`config.mk`:
```
export PLATFORM = sky130hd
export DESIGN_NAME = asw_cfg
export DESIGN_NICKNAME = d
export VERILOG_FILES = /design/src/rtl/asw_pkg.sv /design/src/rtl/asw_cfg.sv
export SDC_FILE = /design/constraint.sdc
export NUM_CORES = 1
export LEC_CHECK = 0
export ABC_AREA = 1
export ABC_CLOCK_PERIOD_IN_PS = 5100
export CAP_MARGIN = 20
export CORE_MARGIN = 2
export CORE_UTILIZATION = 57
export CTS_CLUSTER_DIAMETER = 120
export DETAILED_ROUTE_END_ITERATION = 8
export DONT_BUFFER_PORTS = 1
export HOLD_SLACK_MARGIN = 0.05
export PLACE_DENSITY = 0.83
export SYNTH_ARGS = -nofsm -noshare
export SYNTH_HDL_FRONTEND = slang
export SYNTH_SLANG_ARGS = --single-unit
```
`constraint.sdc`:
```
create_clock -name i_clk -period 5.1 [get_ports i_clk]
set_input_delay 1.02 -clock i_clk [delete_from_list [all_inputs] [get_ports i_clk]]
set_output_delay 1.02 -clock i_clk [all_outputs]
set_load 0.01 [all_outputs]
```
`src/rtl/asw_pkg.sv`:
```
`default_nettype none
// ----------------------------------------------------------------------------
// asw_pkg
// Shared types, constants and fixed-point helpers for the affine subset warp.
// ----------------------------------------------------------------------------
package asw_pkg;

    localparam int unsigned DATA_W = 32;
    localparam int unsigned TRIG_W = 18;
    localparam int unsigned IDX_W  = 3;
    localparam int unsigned MASK_W = 3;
    localparam int unsigned WIDE_W = 66;

    // Q16.16 one
    localparam logic signed [DATA_W-1:0] ONE_Q16  = 32'sd65536;
    localparam logic signed [TRIG_W-1:0] TRIG_ONE = 18'sd65536;

    localparam logic signed [WIDE_W-1:0] SAT_HI = 66'sd2147483647;
    localparam logic signed [WIDE_W-1:0] SAT_LO = -66'sd2147483648;

    // enable mask bit positions
    localparam int unsigned EN_ROT = 0;
    localparam int unsigned EN_STR = 1;
    localparam int unsigned EN_SHR = 2;

    typedef enum logic [IDX_W-1:0] {
        CFG_COS   = 3'd0,
        CFG_SIN   = 3'd1,
        CFG_SXX   = 3'd2,
        CFG_SYY   = 3'd3,
        CFG_SHEAR = 3'd4,
        CFG_DISPX = 3'd5,
        CFG_DISPY = 3'd6,
        CFG_MASK  = 3'd7
    } t_cfg_idx;

    // effective warp parameters, disabled terms already folded in
    typedef struct packed {
        logic signed [TRIG_W-1:0] c;
        logic signed [TRIG_W-1:0] s;
        logic signed [DATA_W-1:0] kx;
        logic signed [DATA_W-1:0] ky;
        logic signed [DATA_W-1:0] gxy;
        logic signed [DATA_W-1:0] ux;
        logic signed [DATA_W-1:0] uy;
        logic                     rot_en;
        logic                     str_en;
        logic                     shr_en;
    } t_cfg;

    typedef struct packed {
        logic signed [DATA_W-1:0] px;
        logic signed [DATA_W-1:0] py;
        logic signed [DATA_W-1:0] cx;
        logic signed [DATA_W-1:0] cy;
        logic signed [DATA_W-1:0] gx;
        logic signed [DATA_W-1:0] gy;
        logic                     rot;
    } t_pix;

    typedef struct packed {
        logic signed [DATA_W-1:0] wx;
        logic signed [DATA_W-1:0] wy;
        logic signed [DATA_W-1:0] tu;
        logic signed [DATA_W-1:0] tv;
        logic signed [DATA_W-1:0] tang;
        logic signed [DATA_W-1:0] tex;
        logic signed [DATA_W-1:0] tey;
        logic signed [DATA_W-1:0] tsh;
    } t_res;

    function automatic logic signed [DATA_W-1:0] sat32(input logic signed [WIDE_W-1:0] v);
        logic signed [DATA_W-1:0] r;
        if (v > SAT_HI) begin
            r = 32'sh7fffffff;
        end else if (v < SAT_LO) begin
            r = 32'sh80000000;
        end else begin
            r = v[DATA_W-1:0];
        end
        return r;
    endfunction

    // floor(p / 2^16) of an 18x32 product, widened
    function automatic logic signed [WIDE_W-1:0] qm50(input logic signed [49:0] p);
        return WIDE_W'($signed(p[49:16]));
    endfunction

    // floor(p / 2^16) of a 32x32 product, widened
    function automatic logic signed [WIDE_W-1:0] qm64(input logic signed [63:0] p);
        return WIDE_W'($signed(p[63:16]));
    endfunction

    function automatic logic signed [WIDE_W-1:0] wd(input logic signed [DATA_W-1:0] v);
        return WIDE_W'(v);
    endfunction

endpackage
`default_nettype wire

```
`src/rtl/asw_cfg.sv`:
```
`default_nettype none
// ----------------------------------------------------------------------------
// asw_cfg
// Configuration registers and the effective warp parameters derived from them.
// ----------------------------------------------------------------------------
module asw_cfg (
    input  wire logic                        i_clk,
    input  wire logic                        i_rst_n,
    input  wire logic                        i_cfg_we,
    input  wire logic [asw_pkg::IDX_W-1:0]   i_cfg_idx,
    input  wire logic [asw_pkg::DATA_W-1:0]  i_cfg_data,
    output asw_pkg::t_cfg                    o_cfg
);

    logic signed [asw_pkg::TRIG_W-1:0] r_cos;
    logic signed [asw_pkg::TRIG_W-1:0] r_sin;
    logic signed [asw_pkg::DATA_W-1:0] r_sxx;
    logic signed [asw_pkg::DATA_W-1:0] r_syy;
    logic signed [asw_pkg::DATA_W-1:0] r_shr;
    logic signed [asw_pkg::DATA_W-1:0] r_ux;
    logic signed [asw_pkg::DATA_W-1:0] r_uy;
    logic [asw_pkg::MASK_W-1:0]        r_mask;

    logic w_rot;
    logic w_str;
    logic w_shr;

    always_ff @(posedge i_clk) begin
        if (!i_rst_n) begin
            r_cos  <= asw_pkg::TRIG_ONE;
            r_sin  <= '0;
            r_sxx  <= '0;
            r_syy  <= '0;
            r_shr  <= '0;
            r_ux   <= '0;
            r_uy   <= '0;
            r_mask <= '1;
        end else if (i_cfg_we) begin
            unique case (asw_pkg::t_cfg_idx'(i_cfg_idx))
                asw_pkg::CFG_COS:   r_cos  <= i_cfg_data[asw_pkg::TRIG_W-1:0];
                asw_pkg::CFG_SIN:   r_sin  <= i_cfg_data[asw_pkg::TRIG_W-1:0];
                asw_pkg::CFG_SXX:   r_sxx  <= i_cfg_data;
                asw_pkg::CFG_SYY:   r_syy  <= i_cfg_data;
                asw_pkg::CFG_SHEAR: r_shr  <= i_cfg_data;
                asw_pkg::CFG_DISPX: r_ux   <= i_cfg_data;
                asw_pkg::CFG_DISPY: r_uy   <= i_cfg_data;
                asw_pkg::CFG_MASK:  r_mask <= i_cfg_data[asw_pkg::MASK_W-1:0];
                default: ;
            endcase
        end
    end

    assign w_rot = r_mask[asw_pkg::EN_ROT];
    assign w_str = r_mask[asw_pkg::EN_STR];
    assign w_shr = r_mask[asw_pkg::EN_SHR];

    // disabled parameters read as identity / zero
    always_comb begin
        o_cfg.c      = w_rot ? r_cos : asw_pkg::TRIG_ONE;
        o_cfg.s      = w_rot ? r_sin : '0;
        o_cfg.kx     = asw_pkg::sat32(asw_pkg::wd(asw_pkg::ONE_Q16)
                                      + asw_pkg::wd(w_str ? r_sxx : '0));
        o_cfg.ky     = asw_pkg::sat32(asw_pkg::wd(asw_pkg::ONE_Q16)
                                      + asw_pkg::wd(w_str ? r_syy : '0));
        o_cfg.gxy    = w_shr ? r_shr : '0;
        o_cfg.ux     = r_ux;
        o_cfg.uy     = r_uy;
        o_cfg.rot_en = w_rot;
        o_cfg.str_en = w_str;
        o_cfg.shr_en = w_shr;
    end

endmodule
`default_nettype wire

```
==> summary.md <==
| Metric | Value |
|---|---|
| Area of the multi-input gates | 0.004467 mm² |
| Worst endpoint data arrival time | 3.53 ns |
| Top_reg_cell synth | dfxtp_1 |
| Startpoint types | flop |
| CTS tree | done |
| #FFs+latches synth | around 200 |
| Post-synthesis async set-or-reset flop share | 0% |
| Cell mode on critical path | nand2_1 |
| Clk pwr share | 42.7% |
| Crit path from | r_mask[1]$_SDFFE_PN1P_ |
| I/O pin count | about 240 |
| Post_cts resized | 0 |
| Clock Tree Root | clkbuf_16 |
| CP peak stage delay | 0.58 ns |
| Post-synth top cells | nor2_1, nand2_1, dfxtp_1, o21ai_0, inv_1 |
| Drt wl/cell | 16.70 µm |
| DR vias/cell | 5.372 |
| FF/Latch Area | 0.003985 mm² |
| Antenna violations before repair | 0 |
| Hold slack | 0.5092 ns |
| Drt first pass iters | 6 |
| Area delta synth->final | 6.587% |
| Reg-to-reg setup timing slack | 4.02 ns |
| Setup tns final | 0 ns |
| Register area share after synthesis | a little over two fifths |
| Post-synth EDFFs | 0 |
| Hold path depth | 2 |
| Starting Density | roughly 59% |
| End of the worst register-to-register path | r_mask[0]$_SDFFE_PN1P_ |
| Clk Latency, worst-skew pair | 0.43 ns |
| Die Width | 132.2 µm |
| FMAX | 219.6 MHz |
| Max cap viols | 0 |
| Leakage power | 5.290 nW |
| Post-CTS Hold Fix Bufs | 0 |
| Routed Antenna Nets | 0 |
| Share of the synthesized area in the top cell type | between 40% and 50% |
| Maximum root-to-sink buffer count | 2 |
| Final setup viols | 0 |
| YS warnings | 0 |
| Average size of a mapped cell | 6.297 µm² |
| Grt total ovfl | 0 |
| Final Hold Viols | 0 |
| Postcts setup bufs | 0 |
| Top cells by area, synth | dfxtp_1, nor2_1, nand2_1 |
| Reg2reg start | r_mask[0]$_SDFFE_PN1P_ |
| Post-synthesis cell count | 1487 |
| Slew Limit Fails | 0 |
| Outcome | finished clean |
| R2R depth | 3 |
| Net Switching | 829.3 µW |
| Cell taking the most area after synthesis | dfxtp_1 |
| CP max-delay cell | dfxtp_2 |
| Share of cells above drive strength 1 | 3.947% |
| RSZ-0062 raised after global routing | no |
| Max IR drop VDD | around 260 µV |
| Sequential share of power | 50.9% |
| Final-stage net count | between 1000 and 1500 |
| Core Footprint | 0.01594 mm² |
| Final GP Congestion | approximately 0.95 |
| Crit-path max FO | 31 |
| Die area | 0.01747 mm² |
| Total CTS buffers | 17 |
| CP delay by family, top | simple AND/OR/NAND/NOR gates |
| Pwr Density | 325.8 mW/mm² |
| DPL Wire Length | 18.48 mm |
| Clock Skew | 0 ns |
| Net Count, Synth | 1529 |
| Cell Rows | 46 |
| CP required | 4.08 ns |
| Via count | just under 9000 |
| Critical path depth in cells | 13 |
| Final Critical Period | 4.555 ns |
| Iter 0 DRT Violations | about 800 |
| Sw Share | 25.50% |
| Synthesized cell area | 0.009364 mm² |
| CP Capture Point | o_cfg[110] |
| Drt drc | 0 |
| Least-Margin Pin Slew | 1.044 ns |
| Most frequent cell after synthesis | nor2_1 |
| Htree depth | 4 |
| Critical path capture point type | output port |
| Final period util | 89.30% |
| First-pass GRT wire length | 43.14 mm |
| WS Path Type | flop to output port |
| Vias in the first global route | 8010 |
| Pint | 2.423 mW |
| Worst path cell trace | nand2_1 > inv_1 > ha_1 > nand3_1 > nor2_2 > nand3_1 > xor2_1 > nand2_1 > nor2_1 > nand3_1 > nand2_1 > nand2_1 > nand2_1 |
| CTS clk-pin slew, worst paths | 0.08 ns |
| Largest net degree at the start of global routing | 200 |
| I/O Buffers | 0 |
| GRT Total Usage | 30.81% |
| Combinational power share | under 10% |
| Min-Delay Path Class | flop to flop |
| Buf/Inv on CP | 1 |
| Drt total wl | about 28 mm |
| Netlist cell types | 28 |
| Layout fillers | 1515 |
| Die height | 132.2 µm |
| Sinks on Clock Net | 199 |
| Antenna cells | 0 |
| Slew margin rel. | between 30% and 40% |
-- cells in the final DEF, fill, tap and decap left out, types with 4 or more instances in the layout --
| cell type | n |
|---|---|
| nand3b_1 | 4 |
| inv_1 | 140 |
| ha_1 | 4 |
| nand2_1 | 298 |
| nand4_1 | 8 |
| inv_8 | 4 |
| nand3_1 | 68 |
| buf_4 | 12 |
| nor2_2 | 6 |
| o21ai_0 | 199 |
| xor2_1 | 5 |
| nor2_1 | 444 |
| dfxtp_1 | 198 |
| nor3_1 | 5 |
| clkbuf_16 | 17 |
-- worst min path at each step --
stage                                start                endpoint  slack, ns
global route        r_cos[17]$_SDFFE_PN0P_  r_cos[17]$_SDFFE_PN0P_       0.54
global placement    r_cos[16]$_SDFFE_PN1P_  r_cos[16]$_SDFFE_PN1P_       0.49
CTS                 r_cos[16]$_SDFFE_PN1P_  r_cos[16]$_SDFFE_PN1P_       0.51
detailed placement  r_sin[17]$_SDFFE_PN0P_  r_sin[17]$_SDFFE_PN0P_       0.50
finish              r_cos[16]$_SDFFE_PN1P_  r_cos[16]$_SDFFE_PN1P_       0.51
floorplan           r_syy[25]$_SDFFE_PN0P_  r_syy[25]$_SDFFE_PN0P_       0.47
-- layout make-up --
type / count / share of cell area (%)
Multi-Input combinational cell: 1056 / 44.75
Tap cell: 216 / 2.708
Inverter: 144 / 5.416
Timing Repair Buffer: 13 / 1.178
Clock inverter: 12 / 1.542
Clock buffer: 20 / 4.475
Sequential cell: 199 / 39.93
-- cell families after synthesis --
group / after synthesis / share of synthesized area (%)
simple gates: 840 / 35.48
buf+inv: 232 / 9.834
compound gates: 207 / 11.14
flops: 199 / 42.54
xor+xnor: 5 / 0.4676
fa+ha+maj: 4 / 0.5345
-- sequential cells by signal (all words and copies together), names as in the netlist --
signal and count:
r_shr 32, r_sxx 32, r_syy 32, r_ux 32, r_uy 32, r_cos 18, r_sin 18, r_mask 3
-- power by group through the flow --
stage | Sequential (mW) | Combinational, mW | Clock [mW]
CTS | 1.65 | 0.208 | 1.40
floorplan | 1.68 | 0.191 | 0
finish | 1.66 | 0.208 | 1.39
global placement | 1.69 | 0.202 | 0
detailed placement | 1.69 | 0.208 | 0
global route | 1.66 | 0.237 | 1.46
-- tightest hold or removal path: cells and delay by family (launching register included) --
family | cells | cell delay [ns]
compound gates | 1 | 0.09
flops | 1 | 0.31
buf+inv | 1 | 0.06
-- per-layer routing --
layer	wire, µm	track usage, %	vias to the layer above
met1	11730	40.64	4062
li1	-	-	4462
met2	12740	49.31	351
met4	604	9.200	0
met5	0	0	-
met3	2650	8.727	43
-- through the flow --
step	area (µm²)	utilization, %	instances	setup slack, ns	total power, mW
2_1_floorplan	9364	-	1487	1.294	1.868
3_3_place_gp	9345	58.62	1626	1.137	1.891
3_5_place_dp	9373	58.79	1627	1.024	1.897
4_1_cts	9973	62.56	1659	0.5351	3.259
5_1_grt	9981	62.60	1660	0.1574	3.363
6_report	9981	62.60	1660	0.5455	3.252
(Power assumes the default switching activity.)
